**config.mk**
```make
export PLATFORM = sky130hd
export DESIGN_NAME = polygon_area_perimeter_convexity_unit
export DESIGN_NICKNAME = d
export VERILOG_FILES = /design/src/hdl/papcu_pkg.sv /design/src/hdl/polygon_area_perimeter_convexity_unit.sv
export SDC_FILE = /design/constraint.sdc
export NUM_CORES = 2
export LEC_CHECK = 0
export ABC_AREA = 0
export BUFFER_PORTS_ARGS = -buffer_cell sky130_fd_sc_hd__buf_2
export CAP_MARGIN = 0
export CORE_UTILIZATION = 35
export DETAILED_ROUTE_END_ITERATION = 12
export PLACE_DENSITY = 0.53
export SLEW_MARGIN = 20
export SYNTH_ARGS = -nofsm -noshare
export SYNTH_HDL_FRONTEND = slang
export SYNTH_SLANG_ARGS = --single-unit
export TNS_END_PERCENT = 1
```
**constraint.sdc**
```tcl
create_clock -name clock -period 9.7 [get_ports clock]
set_clock_uncertainty 0.2 [all_clocks]
set_input_delay 1.455 -clock clock [delete_from_list [all_inputs] [get_ports clock]]
set_output_delay 1.455 -clock clock [all_outputs]
set_load 0.005 [all_outputs]
```
**src/hdl/papcu_pkg.sv**
```systemverilog
// Shared types, constants and the serial multiply step of the polygon measure unit.
// Depends on nothing; used by the top level and by the port checker.
package papcu_pkg;

   // Defaults for the top-level parameters
   localparam int DEF_MAX_VERTICES  = 1024;
   localparam int DEF_FRACTION_BITS = 8;

   // Fixed widths of the datapath
   localparam int COORD_W       = 16;   // vertex coordinate
   localparam int DIFF_W        = 17;   // edge component
   localparam int ACC_W         = 35;   // serial product accumulator
   localparam int RAD_W         = 36;   // square root radicand
   localparam int INT_ROOT_BITS = 18;   // integer bits of an edge root
   localparam int MUL_STEPS     = 17;   // one multiplier bit per cycle

   // Result fields
   localparam int AREA_W  = 42;
   localparam int PERIM_W = 35;
   localparam int TOTAL_W = 11;

   // Channel packing
   localparam int REQ_DATA_W  = 32;
   localparam int RSP_DATA_W  = 96;
   localparam int PERIM_LSB   = AREA_W;
   localparam int CONVEX_BIT  = PERIM_LSB + PERIM_W;
   localparam int TOTAL_LSB   = CONVEX_BIT + 1;
   localparam int FEW_BIT     = TOTAL_LSB + TOTAL_W;
   localparam int MANY_BIT    = FEW_BIT + 1;
   localparam int RSP_PAD_W   = RSP_DATA_W - MANY_BIT - 1;

   // Sequencer states
   typedef enum logic [2:0] {
      ST_IDLE,
      ST_MUL,
      ST_APPLY,
      ST_ROOT,
      ST_SUM,
      ST_DISPATCH,
      ST_FINISH
   } state_type;

   // What the current pass through the multiply unit is for
   typedef enum logic [1:0] {
      JOB_VERTEX,
      JOB_CLOSE_EDGE,
      JOB_CLOSE_TURN
   } job_type;

   // One MSB-first step of acc + p*qbit -/+ q*qbit; the sign bit comes first
   // and carries negative weight.
   function automatic logic signed [ACC_W-1:0] horner_step(
      input logic signed [ACC_W-1:0]  acc,
      input logic signed [DIFF_W-1:0] p,
      input logic signed [DIFF_W-1:0] q,
      input logic                     p_bit,
      input logic                     q_bit,
      input logic                     first,
      input logic                     negate_q);
      logic signed [ACC_W-1:0] tp;
      logic signed [ACC_W-1:0] tq;
      logic signed [ACC_W-1:0] sum;
      tp  = p_bit ? ACC_W'(p) : '0;
      tq  = q_bit ? ACC_W'(q) : '0;
      sum = negate_q ? (tp - tq) : (tp + tq);
      return first ? -sum : ((acc <<< 1) + sum);
   endfunction

endpackage

```
**src/hdl/polygon_area_perimeter_convexity_unit.sv**
```systemverilog
// Polygon measure unit: shoelace area, perimeter and convexity of a vertex ring.
// Depends on papcu_pkg (types, widths, serial multiply step).
//
// Usage:
//   Vertices enter on the req_ channel, one per transfer, x in req_tdata[15:0]
//   and y in req_tdata[31:16], both signed; req_tlast marks the last vertex.
//   One result leaves on the rsp_ channel for each marked vertex.
//   Each edge runs through a bit-serial multiply unit (one multiplier bit
//   per cycle, three products in parallel) and then a restoring square
//   root that yields one root bit per cycle; req_tready is high only while
//   the unit is idle. A marked vertex that closes a ring of three or more
//   vertices adds the closing edge and the closing turn before the result
//   is registered. Vertices past MAX_VERTICES are dropped.
//   Reset is synchronous and clears the running sums, the count and the
//   output valid. The result sits in an output register: the unit takes the
//   next polygon while a stalled result waits, and only holds in its final
//   cycle of a polygon until that register is free.
module polygon_area_perimeter_convexity_unit #(
   parameter int MAX_VERTICES  = papcu_pkg::DEF_MAX_VERTICES,
   parameter int FRACTION_BITS = papcu_pkg::DEF_FRACTION_BITS
) (
   input  logic                              clock,
   input  logic                              reset,
   // vertex_x [15:0], vertex_y [31:16]
   input  logic [papcu_pkg::REQ_DATA_W-1:0]  req_tdata,
   input  logic                              req_tlast,
   input  logic                              req_tvalid,
   output logic                              req_tready,
   // double_area [41:0], perimeter_fx [76:42], is_convex [77],
   // vertex_total [88:78], too_few [89], too_many [90], zeros [95:91]
   output logic [papcu_pkg::RSP_DATA_W-1:0]  rsp_tdata,
   output logic                              rsp_tvalid,
   input  logic                              rsp_tready
);

   localparam int CNT_W  = $clog2(MAX_VERTICES + 1);
   localparam int SL_W   = 33 + $clog2(MAX_VERTICES);
   localparam int MAG_W  = (SL_W > papcu_pkg::AREA_W) ? SL_W : papcu_pkg::AREA_W;
   localparam int ROOT_W = papcu_pkg::INT_ROOT_BITS + FRACTION_BITS;
   localparam int REM_W  = ROOT_W + 3;
   localparam int STEP_W = $clog2(ROOT_W + 1);
   localparam int CW     = papcu_pkg::COORD_W;
   localparam int DW     = papcu_pkg::DIFF_W;
   localparam int AW     = papcu_pkg::ACC_W;
   localparam int RW     = papcu_pkg::RAD_W;

   // Control state
   papcu_pkg::state_type state_ff, state_in;
   papcu_pkg::job_type   job_ff, job_in;
   logic                 pend_last_ff, pend_last_in;
   logic [CNT_W-1:0]     count_ff, count_in;
   logic                 over_ff, over_in;
   logic [1:0]           flags_ff, flags_in;
   logic [STEP_W-1:0]    step_ff, step_in;
   logic                 do_edge_ff, do_edge_in;
   logic                 do_turn_ff, do_turn_in;
   logic signed [SL_W-1:0] shoelace_ff, shoelace_in;
   logic [papcu_pkg::PERIM_W-1:0] length_ff, length_in;
   logic                 rsp_valid_ff, rsp_valid_in;

   // Ring registers
   logic signed [CW-1:0] first_x_ff, first_x_in, first_y_ff, first_y_in;
   logic signed [CW-1:0] prev_x_ff, prev_x_in, prev_y_ff, prev_y_in;
   logic signed [DW-1:0] fedge_x_ff, fedge_x_in, fedge_y_ff, fedge_y_in;
   logic signed [DW-1:0] pedge_x_ff, pedge_x_in, pedge_y_ff, pedge_y_in;

   // Serial multiply unit: multiplicands, multiplier shift registers, accumulators
   logic signed [DW-1:0] m_ax_ff, m_ax_in, m_bx_ff, m_bx_in;
   logic signed [DW-1:0] m_dx_ff, m_dx_in, m_dy_ff, m_dy_in;
   logic signed [DW-1:0] m_nx_ff, m_nx_in, m_ox_ff, m_ox_in;
   logic [DW-1:0]        q_by_ff, q_by_in, q_ay_ff, q_ay_in;
   logic [DW-1:0]        q_dx_ff, q_dx_in, q_dy_ff, q_dy_in;
   logic [DW-1:0]        q_oy_ff, q_oy_in, q_ny_ff, q_ny_in;
   logic signed [AW-1:0] acc_area_ff, acc_area_in;
   logic signed [AW-1:0] acc_sq_ff, acc_sq_in;
   logic signed [AW-1:0] acc_turn_ff, acc_turn_in;

   // Serial square root
   logic [RW-1:0]        rad_ff, rad_in;
   logic [REM_W-1:0]     rem_ff, rem_in;
   logic [ROOT_W-1:0]    root_ff, root_in;

   // Result register
   logic [papcu_pkg::AREA_W-1:0]  area_ff, area_in;
   logic [papcu_pkg::PERIM_W-1:0] perim_ff, perim_in;
   logic                          convex_ff, convex_in;
   logic [papcu_pkg::TOTAL_W-1:0] total_ff, total_in;
   logic                          few_ff, few_in;
   logic                          many_ff, many_in;

   // Combinational helpers
   logic signed [CW-1:0] cur_x, cur_y;
   logic signed [DW-1:0] dx_new, dy_new, close_x, close_y;
   logic                 vertex_full;
   logic                 few;
   logic                 mul_first;
   logic                 ld_en, ld_edge, ld_turn;
   logic signed [CW-1:0] ld_ax, ld_ay, ld_bx, ld_by;
   logic signed [DW-1:0] ld_nx, ld_ny, ld_ox, ld_oy;
   logic signed [DW-1:0] ld_dx, ld_dy;
   logic [REM_W-1:0]     rem_sh, trial;
   logic [RW-1:0]        len_sum;
   logic [SL_W-1:0]      mag;
   logic [MAG_W-1:0]     mag_ext, area_max;
   logic                 out_load;

   assign cur_x       = req_tdata[CW-1:0];
   assign cur_y       = req_tdata[2*CW-1:CW];
   assign dx_new      = DW'(cur_x) - DW'(prev_x_ff);
   assign dy_new      = DW'(cur_y) - DW'(prev_y_ff);
   assign close_x     = DW'(first_x_ff) - DW'(prev_x_ff);
   assign close_y     = DW'(first_y_ff) - DW'(prev_y_ff);
   assign vertex_full = (count_ff >= CNT_W'(MAX_VERTICES));
   assign few         = (count_ff < CNT_W'(3));
   assign mul_first   = (step_ff == '0);

   // Root step: bring down two radicand bits and try the next root bit
   assign rem_sh  = {rem_ff[REM_W-3:0], rad_ff[RW-1:RW-2]};
   assign trial   = REM_W'({root_ff, 2'b01});
   assign len_sum = {1'b0, length_ff} + RW'(root_ff);

   // Area magnitude and its clamp to the field maximum
   assign mag      = shoelace_ff[SL_W-1] ? SL_W'(-shoelace_ff) : SL_W'(shoelace_ff);
   assign mag_ext  = MAG_W'(mag);
   assign area_max = MAG_W'({papcu_pkg::AREA_W{1'b1}});

   assign ld_dx = DW'(ld_bx) - DW'(ld_ax);
   assign ld_dy = DW'(ld_by) - DW'(ld_ay);

   // Sequencer: next state, ring update, job loading and datapath steps
   always_comb begin
      state_in     = state_ff;
      job_in       = job_ff;
      pend_last_in = pend_last_ff;
      count_in     = count_ff;
      over_in      = over_ff;
      flags_in     = flags_ff;
      step_in      = step_ff;
      do_edge_in   = do_edge_ff;
      do_turn_in   = do_turn_ff;
      shoelace_in  = shoelace_ff;
      length_in    = length_ff;
      first_x_in   = first_x_ff;
      first_y_in   = first_y_ff;
      prev_x_in    = prev_x_ff;
      prev_y_in    = prev_y_ff;
      fedge_x_in   = fedge_x_ff;
      fedge_y_in   = fedge_y_ff;
      pedge_x_in   = pedge_x_ff;
      pedge_y_in   = pedge_y_ff;
      m_ax_in      = m_ax_ff;
      m_bx_in      = m_bx_ff;
      m_dx_in      = m_dx_ff;
      m_dy_in      = m_dy_ff;
      m_nx_in      = m_nx_ff;
      m_ox_in      = m_ox_ff;
      q_by_in      = q_by_ff;
      q_ay_in      = q_ay_ff;
      q_dx_in      = q_dx_ff;
      q_dy_in      = q_dy_ff;
      q_oy_in      = q_oy_ff;
      q_ny_in      = q_ny_ff;
      acc_area_in  = acc_area_ff;
      acc_sq_in    = acc_sq_ff;
      acc_turn_in  = acc_turn_ff;
      rad_in       = rad_ff;
      rem_in       = rem_ff;
      root_in      = root_ff;
      area_in      = area_ff;
      perim_in     = perim_ff;
      convex_in    = convex_ff;
      total_in     = total_ff;
      few_in       = few_ff;
      many_in      = many_ff;
      out_load     = 1'b0;
      ld_en        = 1'b0;
      ld_edge      = 1'b1;
      ld_turn      = 1'b1;
      ld_ax        = prev_x_ff;
      ld_ay        = prev_y_ff;
      ld_bx        = first_x_ff;
      ld_by        = first_y_ff;
      ld_nx        = close_x;
      ld_ny        = close_y;
      ld_ox        = pedge_x_ff;
      ld_oy        = pedge_y_ff;
      req_tready   = (state_ff == papcu_pkg::ST_IDLE);

      unique case (state_ff)
         papcu_pkg::ST_IDLE: begin
            // Take a vertex: drop it when full, store it when first, else start its edge
            if (req_tvalid) begin
               pend_last_in = req_tlast;
               job_in       = papcu_pkg::JOB_VERTEX;
               if (vertex_full) begin
                  over_in  = 1'b1;
                  state_in = req_tlast ? papcu_pkg::ST_DISPATCH : papcu_pkg::ST_IDLE;
               end else if (count_ff == '0) begin
                  first_x_in = cur_x;
                  first_y_in = cur_y;
                  prev_x_in  = cur_x;
                  prev_y_in  = cur_y;
                  count_in   = count_ff + CNT_W'(1);
                  state_in   = req_tlast ? papcu_pkg::ST_DISPATCH : papcu_pkg::ST_IDLE;
               end else begin
                  ld_en   = 1'b1;
                  ld_bx   = cur_x;
                  ld_by   = cur_y;
                  ld_nx   = dx_new;
                  ld_ny   = dy_new;
                  ld_turn = (count_ff != CNT_W'(1));
                  if (count_ff == CNT_W'(1)) begin
                     fedge_x_in = dx_new;
                     fedge_y_in = dy_new;
                  end
                  pedge_x_in = dx_new;
                  pedge_y_in = dy_new;
                  prev_x_in  = cur_x;
                  prev_y_in  = cur_y;
                  count_in   = count_ff + CNT_W'(1);
                  state_in   = papcu_pkg::ST_MUL;
               end
            end
         end
         papcu_pkg::ST_MUL: begin
            // One multiplier bit of all three products, MSB first
            acc_area_in = papcu_pkg::horner_step(acc_area_ff, m_ax_ff, m_bx_ff,
                             q_by_ff[DW-1], q_ay_ff[DW-1], mul_first, 1'b1);
            acc_sq_in   = papcu_pkg::horner_step(acc_sq_ff, m_dx_ff, m_dy_ff,
                             q_dx_ff[DW-1], q_dy_ff[DW-1], mul_first, 1'b0);
            acc_turn_in = papcu_pkg::horner_step(acc_turn_ff, m_nx_ff, m_ox_ff,
                             q_oy_ff[DW-1], q_ny_ff[DW-1], mul_first, 1'b1);
            q_by_in = q_by_ff << 1;
            q_ay_in = q_ay_ff << 1;
            q_dx_in = q_dx_ff << 1;
            q_dy_in = q_dy_ff << 1;
            q_oy_in = q_oy_ff << 1;
            q_ny_in = q_ny_ff << 1;
            step_in = step_ff + STEP_W'(1);
            if (step_ff == STEP_W'(papcu_pkg::MUL_STEPS - 1)) begin
               state_in = papcu_pkg::ST_APPLY;
            end
         end
         papcu_pkg::ST_APPLY: begin
            // Fold the products in and, on an edge pass, seed the root
            if (do_turn_ff) begin
               flags_in = flags_ff | ((acc_turn_ff > 0) ? 2'b01 : 2'b10);
            end
            if (do_edge_ff) begin
               shoelace_in = shoelace_ff + SL_W'(acc_area_ff);
               rad_in      = RW'($unsigned(acc_sq_ff));
               rem_in      = '0;
               root_in     = '0;
               step_in     = '0;
               state_in    = papcu_pkg::ST_ROOT;
            end else begin
               state_in    = papcu_pkg::ST_DISPATCH;
            end
         end
         papcu_pkg::ST_ROOT: begin
            // One root bit per cycle
            rad_in = rad_ff << 2;
            if (rem_sh >= trial) begin
               rem_in  = rem_sh - trial;
               root_in = {root_ff[ROOT_W-2:0], 1'b1};
            end else begin
               rem_in  = rem_sh;
               root_in = {root_ff[ROOT_W-2:0], 1'b0};
            end
            step_in = step_ff + STEP_W'(1);
            if (step_ff == STEP_W'(ROOT_W - 1)) begin
               state_in = papcu_pkg::ST_SUM;
            end
         end
         papcu_pkg::ST_SUM: begin
            // Add the edge length, saturating
            length_in = len_sum[RW-1] ? '1 : len_sum[papcu_pkg::PERIM_W-1:0];
            state_in  = papcu_pkg::ST_DISPATCH;
         end
         papcu_pkg::ST_DISPATCH: begin
            // Pick the next pass: idle, closing edge, closing turn or result
            unique case (job_ff)
               papcu_pkg::JOB_VERTEX: begin
                  if (!pend_last_ff) begin
                     state_in = papcu_pkg::ST_IDLE;
                  end else if (!few) begin
                     ld_en    = 1'b1;
                     job_in   = papcu_pkg::JOB_CLOSE_EDGE;
                     state_in = papcu_pkg::ST_MUL;
                  end else begin
                     state_in = papcu_pkg::ST_FINISH;
                  end
               end
               papcu_pkg::JOB_CLOSE_EDGE: begin
                  ld_en    = 1'b1;
                  ld_edge  = 1'b0;
                  ld_nx    = fedge_x_ff;
                  ld_ny    = fedge_y_ff;
                  ld_ox    = close_x;
                  ld_oy    = close_y;
                  job_in   = papcu_pkg::JOB_CLOSE_TURN;
                  state_in = papcu_pkg::ST_MUL;
               end
               papcu_pkg::JOB_CLOSE_TURN: begin
                  state_in = papcu_pkg::ST_FINISH;
               end
               default: begin
                  state_in = papcu_pkg::ST_FINISH;
               end
            endcase
         end
         papcu_pkg::ST_FINISH: begin
            // Register the result once the output is free, then start afresh
            if (!rsp_valid_ff || rsp_tready) begin
               out_load  = 1'b1;
               few_in    = few;
               many_in   = over_ff;
               total_in  = papcu_pkg::TOTAL_W'(count_ff);
               if (few) begin
                  area_in   = '0;
                  perim_in  = '0;
                  convex_in = 1'b0;
               end else begin
                  area_in   = (mag_ext > area_max) ? papcu_pkg::AREA_W'(area_max)
                                                   : papcu_pkg::AREA_W'(mag_ext);
                  perim_in  = length_ff;
                  convex_in = (flags_ff != 2'b11);
               end
               count_in    = '0;
               over_in     = 1'b0;
               flags_in    = '0;
               shoelace_in = '0;
               length_in   = '0;
               state_in    = papcu_pkg::ST_IDLE;
            end
         end
         default: begin
            state_in = papcu_pkg::ST_IDLE;
         end
      endcase

      // Load a pass into the multiply unit
      if (ld_en) begin
         do_edge_in = ld_edge;
         do_turn_in = ld_turn;
         step_in    = '0;
         m_ax_in    = DW'(ld_ax);
         m_bx_in    = DW'(ld_bx);
         q_by_in    = DW'(ld_by);
         q_ay_in    = DW'(ld_ay);
         m_dx_in    = ld_dx;
         q_dx_in    = ld_dx;
         m_dy_in    = ld_dy;
         q_dy_in    = ld_dy;
         m_nx_in    = ld_nx;
         q_ny_in    = ld_ny;
         m_ox_in    = ld_ox;
         q_oy_in    = ld_oy;
      end

      // Output valid: set on load, drop on transfer
      if (out_load) begin
         rsp_valid_in = 1'b1;
      end else if (rsp_tready) begin
         rsp_valid_in = 1'b0;
      end else begin
         rsp_valid_in = rsp_valid_ff;
      end
   end

   // Control registers
   always_ff @(posedge clock) begin
      if (reset) begin
         state_ff     <= papcu_pkg::ST_IDLE;
         job_ff       <= papcu_pkg::JOB_VERTEX;
         pend_last_ff <= 1'b0;
         count_ff     <= '0;
         over_ff      <= 1'b0;
         flags_ff     <= '0;
         step_ff      <= '0;
         do_edge_ff   <= 1'b0;
         do_turn_ff   <= 1'b0;
         shoelace_ff  <= '0;
         length_ff    <= '0;
         rsp_valid_ff <= 1'b0;
      end else begin
         state_ff     <= state_in;
         job_ff       <= job_in;
         pend_last_ff <= pend_last_in;
         count_ff     <= count_in;
         over_ff      <= over_in;
         flags_ff     <= flags_in;
         step_ff      <= step_in;
         do_edge_ff   <= do_edge_in;
         do_turn_ff   <= do_turn_in;
         shoelace_ff  <= shoelace_in;
         length_ff    <= length_in;
         rsp_valid_ff <= rsp_valid_in;
      end
   end

   // Payload registers
   always_ff @(posedge clock) begin
      first_x_ff  <= first_x_in;
      first_y_ff  <= first_y_in;
      prev_x_ff   <= prev_x_in;
      prev_y_ff   <= prev_y_in;
      fedge_x_ff  <= fedge_x_in;
      fedge_y_ff  <= fedge_y_in;
      pedge_x_ff  <= pedge_x_in;
      pedge_y_ff  <= pedge_y_in;
      m_ax_ff     <= m_ax_in;
      m_bx_ff     <= m_bx_in;
      m_dx_ff     <= m_dx_in;
      m_dy_ff     <= m_dy_in;
      m_nx_ff     <= m_nx_in;
      m_ox_ff     <= m_ox_in;
      q_by_ff     <= q_by_in;
      q_ay_ff     <= q_ay_in;
      q_dx_ff     <= q_dx_in;
      q_dy_ff     <= q_dy_in;
      q_oy_ff     <= q_oy_in;
      q_ny_ff     <= q_ny_in;
      acc_area_ff <= acc_area_in;
      acc_sq_ff   <= acc_sq_in;
      acc_turn_ff <= acc_turn_in;
      rad_ff      <= rad_in;
      rem_ff      <= rem_in;
      root_ff     <= root_in;
      area_ff     <= area_in;
      perim_ff    <= perim_in;
      convex_ff   <= convex_in;
      total_ff    <= total_in;
      few_ff      <= few_in;
      many_ff     <= many_in;
   end

   assign rsp_tvalid = rsp_valid_ff;
   assign rsp_tdata  = {{papcu_pkg::RSP_PAD_W{1'b0}}, many_ff, few_ff, total_ff,
                        convex_ff, perim_ff, area_ff};

endmodule

```
# Yosys cells after proc, flatten, opt, wreduce, memory -nomap -nowiden
# Cells that the tools add are included.
[word_totals] in_bits=37 ff_bits=725 out_inout_bits=98 elab_cells=234
[classes] n_reduce_logical=31 magnitude_cmp=5 n_eq_ne=23 n_bitwise=3 mux=107 n_addsub=21
[ops] op="17-bit two-way mux" count=24
[ops] op="35-bit two-way mux" count=11
[ops] op="35-bit adder" count=4
[ops] op="43-bit two-way mux" count=3
[ops] op="16-bit two-way mux" count=8
[ops] op="35-bit negator" count=3
[ops] op="16-bit by 16-bit subtractor with 17-bit output" count=6
[ops] op="43-bit one-hot mux with 2 select lines" count=1
[ops] op="36-bit one-hot mux with 2 select lines" count=1
[ops] op="35-bit one-hot mux with 2 select lines" count=1
[ops] op="35-bit subtractor" count=2
[ops] op="17-bit one-hot mux with 2 select lines" count=2
[ops] op="27-bit two-way mux" count=2
[ops] op="27-bit one-hot mux with 2 select lines" count=1
[ops] op="26-bit one-hot mux with 2 select lines" count=1
[ops] op="43-bit by 35-bit adder with 43-bit output" count=1
[ops] op="43-bit by 42-bit > comparator with 1-bit output, second input constant" count=1
[ops] op="43-bit negator" count=1
[ops] op="42-bit two-way mux" count=1
[ops] op="35-bit by 26-bit adder with 36-bit output" count=1
[ops] op="36-bit two-way mux" count=1
[ops] op="35-bit by 1-bit > comparator with 1-bit output, second input constant" count=1
[ops] op="11-bit two-way mux" count=3
[ops] op="3-bit two-way mux" count=10
[ops] op="40 further kinds" count=100

# Logic depth before layout (Yosys ltp)
[depth] word_depth=7 mapped_depth=24 ltp_nobuf=24

# Worst setup path before layout
# OpenSTA, ideal clock, no wires.
[synth_path] path_kind="flip-flop to flip-flop" startpoint="register state_ff[2]" endpoint="register q_ay_ff[0], enable pin" setup_ns=0.703 path_stages_with_launch=4 slack_ns=0.968 n_path_buf=1 synth_period_minus_slack_ns=8.732 t_required_ns=8.797 arrival_time_ns=7.828 cell_sequence="dfxtp_1 clkbuf_1 nand2b_1 o21ai_0"
[synth_between] elab_chain_cells=3 elab_cells_between_ends=5 classes_between="eq/ne (2); mux (1); reduce/logical (2)"
[synth_lines] item="start, declared" line_no="polygon_area_perimeter_convexity_unit.sv:48" source="papcu_pkg::state_type state_ff, state_in;"
[synth_lines] item="start signal, assigned" line_no="polygon_area_perimeter_convexity_unit.sv:374" source="state_ff <= papcu_pkg::ST_IDLE;"
[synth_lines] item="start signal, assigned" line_no="polygon_area_perimeter_convexity_unit.sv:387" source="state_ff <= state_in;"
[synth_lines] item="3-bit equality test or 3-bit logical NOT (tied branches)" line_no="polygon_area_perimeter_convexity_unit.sv:189" source="unique case (state_ff)"
[synth_lines] item="1-bit one-hot mux with 2 select lines" line_no="polygon_area_perimeter_convexity_unit.sv:189"
[synth_lines] item="2-bit nonzero test (no source line) (*)"
[synth_lines] item="end signal, assigned" line_no="polygon_area_perimeter_convexity_unit.sv:419" source="q_ay_ff <= q_ay_in;"
[synth_lines] item="end, declared" line_no="polygon_area_perimeter_convexity_unit.sv:71" source="logic [DW-1:0] q_by_ff, q_by_in, q_ay_ff, q_ay_in;"
# Mark *: on every way between the ends. The rest lies on a longest branch, timed or not.
# A chain may end at the register's enable or synchronous reset.

# Worst setup path in the final report
[layout_path] startpoint="register q_ny_ff[16]" endpoint="register acc_turn_ff[34], data pin"
[layout_between] elab_chain_cells=4 elab_cells_between_ends=5 classes_between="add/sub (3); mux (2)"
[layout_lines] item="start, declared" line_no="polygon_area_perimeter_convexity_unit.sv:73" source="logic [DW-1:0] q_oy_ff, q_oy_in, q_ny_ff, q_ny_in;"
[layout_lines] item="start signal, assigned" line_no="polygon_area_perimeter_convexity_unit.sv:423" source="q_ny_ff <= q_ny_in;"
[layout_lines] item="35-bit two-way mux (*)" line_no="papcu_pkg.sv:64" source="tq = q_bit ? ACC_W'(q) : '0;"
[layout_lines] item="35-bit subtractor (*)" line_no="papcu_pkg.sv:65" source="sum = negate_q ? (tp - tq) : (tp + tq);"
[layout_lines] item="35-bit adder or 35-bit negator (tied branches)" line_no="papcu_pkg.sv:66" source="return first ? -sum : ((acc <<< 1) + sum);"
[layout_lines] item="35-bit two-way mux (*)" line_no="papcu_pkg.sv:66"
[layout_lines] item="end signal, assigned" line_no="polygon_area_perimeter_convexity_unit.sv:426" source="acc_turn_ff <= acc_turn_in;"
[layout_lines] item="end, declared" line_no="polygon_area_perimeter_convexity_unit.sv:76" source="logic signed [AW-1:0] acc_turn_ff, acc_turn_in;"
# Marked as above.

==> impl_metrics.tcl <==
set metrics [dict create \
    critPathArrivalTime_ns 6.98 \
    fin_util_pct 39.5 \
    syn_area_sq_um 46900 \
    die_w_um 368 \
    num_vias 35700 \
    post-cts-setup-buffers 0 \
    rows 133 \
    worstHoldPathType "reg -> reg" \
    reg2regPathDepth 23 \
    synth_common_cells "619 x edfxtp_1, 613 x nand2_1, 360 x nor2_1" \
    initial_core_util_pct 35.5 \
    worst_pin_slew_ns 1.13 \
    fmax_ghz 0.148 \
    pin_count 135 \
    rsz0062_at_grt "false" \
    drv_slew 0 \
    peakVddDrop_mv 0.181 \
    synthFlopType "edfxtp_1" \
    critPathCaptureType "register" \
    start_kind "register" \
    grt_pass1_wl_um 192000 \
    fin_nets 5329 \
    clk_latency_ns 0.69 \
    worstSetupPathType "reg -> reg" \
    min_to "many_ff" \
    holdPathStages 0 \
    r2r_slack_ns 2.96 \
    fin_ws_ns 2.96 \
    p_per_area_nw_per_um2 387 \
    drive_above_1_share_pct 8.31 \
    fin_crit_sh_pct 69.5 \
    yosysMostFrequentCell "edfxtp_1" \
    synth_cells 4837 \
    grt_start_max_net_pins 163 \
    post_drt_wl_per_cell_um 17.9 \
    worstPathRequired_ns 9.94 \
    clock_path_buffers 3 \
    slew-limit-headroom_pct 23.9 \
    maxCapViolations 0 \
    synth_largest_area_cell "edfxtp_1" \
    clock-root-buffer "clkbuf_16" \
    routed_via_density 5.29 \
    fill_cells 13300 \
    clock-sinks 725 \
    place_inst 6589 \
    syn_area_per_cell_sq_um 9.70 \
    port-buffer-count 129 \
    cp_max_fo 17 \
    p_leak_nw 21.0 \
    place_ws_ns 2.98 \
    core_area_sq_um 132000 \
    grt_pass1_vias 34200 \
    synth_top_area_share_pct 39.6 \
    cts.repair.resized 0 \
    yosysUniqueCellTypes 86 \
    period_minus_slack_ns 6.74 \
    drc 0 \
    status "completed" \
    place_congestion 0.871 \
    ant_nets 0 \
    stdcell_count 6750 \
    antenna_found_initial 3 \
    cts_buffers 86 \
    r2r-start "q_ny_ff[16]" \
    synth-edff-count 619 \
    wirelength_um 121000 \
    cts_max_level 3 \
    dieArea_sq_um 136000 \
    yosysWarnings 0 \
    hp-start "over_ff" \
    clk_pin_slew_worst_paths_ns 0.06 \
    first_pass_iters 5 \
    groute.usage.overall_pct 17.5 \
    total_power_mw 20.2 \
    hold_buffers 0 \
    reg2reg_to "acc_turn_ff[34]" \
    dp_hpwl_um 88000 \
    grt-ovfl-total 0 \
    final-setup-viol-count 0 \
    fin_setup_tns_ns 0 \
    finalHoldViolCount 0 \
    synth-seq-cells 725 \
    seq_area_frac_synth_pct 44.1 \
    syn2layout_area_growth_pct 11.3 \
    yosys-top-cells-area "edfxtp_1 40%, ha_1 9.4%, nand2_1 4.9%" \
    fp.dieH_um 368 \
    drt_iter0_drc 2252 \
    cts_tree "built" \
    synthArstFlopShare_pct 0 \
]
## cells in the final DEF, fill, tap and decap left out, drive strengths merged, types with 136 or more instances in the layout
| cell type | n |
|---|---|
| nand2 | 613 |
| inv | 211 |
| edfxtp | 619 |
| xnor2 | 177 |
| xor2 | 151 |
| a21o | 136 |
| nor2 | 360 |
| a21oi | 361 |
| buf | 169 |
| o21ai | 290 |
| ha | 351 |
## critical path, stage by stage, from the launching register on
cell      delay (ns)
edfxtp_1        0.71
and2_1          0.22
ha_1            0.18
fa_1            0.22
nor2b_1         0.07
o31a_1          0.27
o31a_1          0.29
o21ai_0         0.39
a21oi_1         0.16
o221a_2         0.39
o21ai_0         0.19
nand2b_1        0.09
fa_1            0.47
ha_1            0.36
a21o_1          0.18
a21o_1          0.17
a21o_1          0.17
a21o_1          0.19
a221o_1         0.35
o21ai_0         0.29
a21oi_1         0.13
or3_1           0.37
and2_1          0.16
a221o_1         0.29
## metal layers
| layer | up-vias | GRT usage, % | share of wire [%] |
|---|---|---|---|
| met3 | 144 | 2.73 | 3.8 |
| met4 | 4 | 4.32 | 2.0 |
| li1 | 18000 | - | - |
| met1 | 17000 | 23.7 | 47 |
| met5 | - | 0 | 0.017 |
| met2 | 567 | 29.1 | 47 |
## final cells by class
cell class | count | area [sq um] | area share, %
Inverter | 211 | 803 | 1.54
Clock inverter | 49 | 428 | 0.819
Clock buffer | 107 | 2300 | 4.41
Antenna cell | 4 | 10.0 | 0.0192
Tap cell | 1755 | 2200 | 4.20
Timing Repair Buffer | 169 | 966 | 1.85
Multi-Input combinational cell | 3730 | 24800 | 47.5
Sequential cell | 725 | 20700 | 39.6
## state kept, by name, indices dropped and copies added (netlist names), 26 cells and up
name,flops
shoelace_ff,43
acc_area_ff,35
root_ff,26
rad_ff,36
acc_turn_ff,35
perim_ff,35
acc_sq_ff,35
area_ff,42
length_ff,35
rem_ff,27
## worst max-delay path by stage
stage	from	end	slack [ns]	cells past startpoint
global placement	q_ny_ff[16]	acc_turn_ff[34]	3.14	23
floorplan	state_ff[2]	q_ay_ff[0]	0.97	3
CTS	q_ny_ff[16]	acc_turn_ff[34]	2.98	23
detailed placement	q_ny_ff[16]	acc_turn_ff[34]	2.98	23
global route	q_ny_ff[16]	acc_turn_ff[34]	2.46	23
finish	q_ny_ff[16]	acc_turn_ff[34]	2.96	23
## cell families after synthesis
family	after synthesis	share of synthesized area (%)
and+or+nand+nor	1640	16.5
AOI/OAI and AO/OA	1325	18.4
DFF	725	44.1
buffers and inverters	386	3.22
adders and majority gates	369	10.1
xor gates and xnor gates	328	6.12
muxes	63	1.41
other	1	0.00799
## where the power goes
group	switching, mW	total, mW	internal [mW]
Sequential	0.441	5.22	4.78
Clock	1.36	3.22	1.87
Combinational	7.10	11.8	4.66
Total	8.90	20.2	11.3
## per-stage QoR
stage | area [sq um] | hold WS, ns
2_1_floorplan | 46900 | 0.209
3_3_place_gp | 49500 | 0.222
3_5_place_dp | 49500 | 0.218
4_1_cts | 52200 | 0.237
5_1_grt | 52200 | 0.257
6_report | 52200 | 0.240
Power figures use the tool's default switching activity.
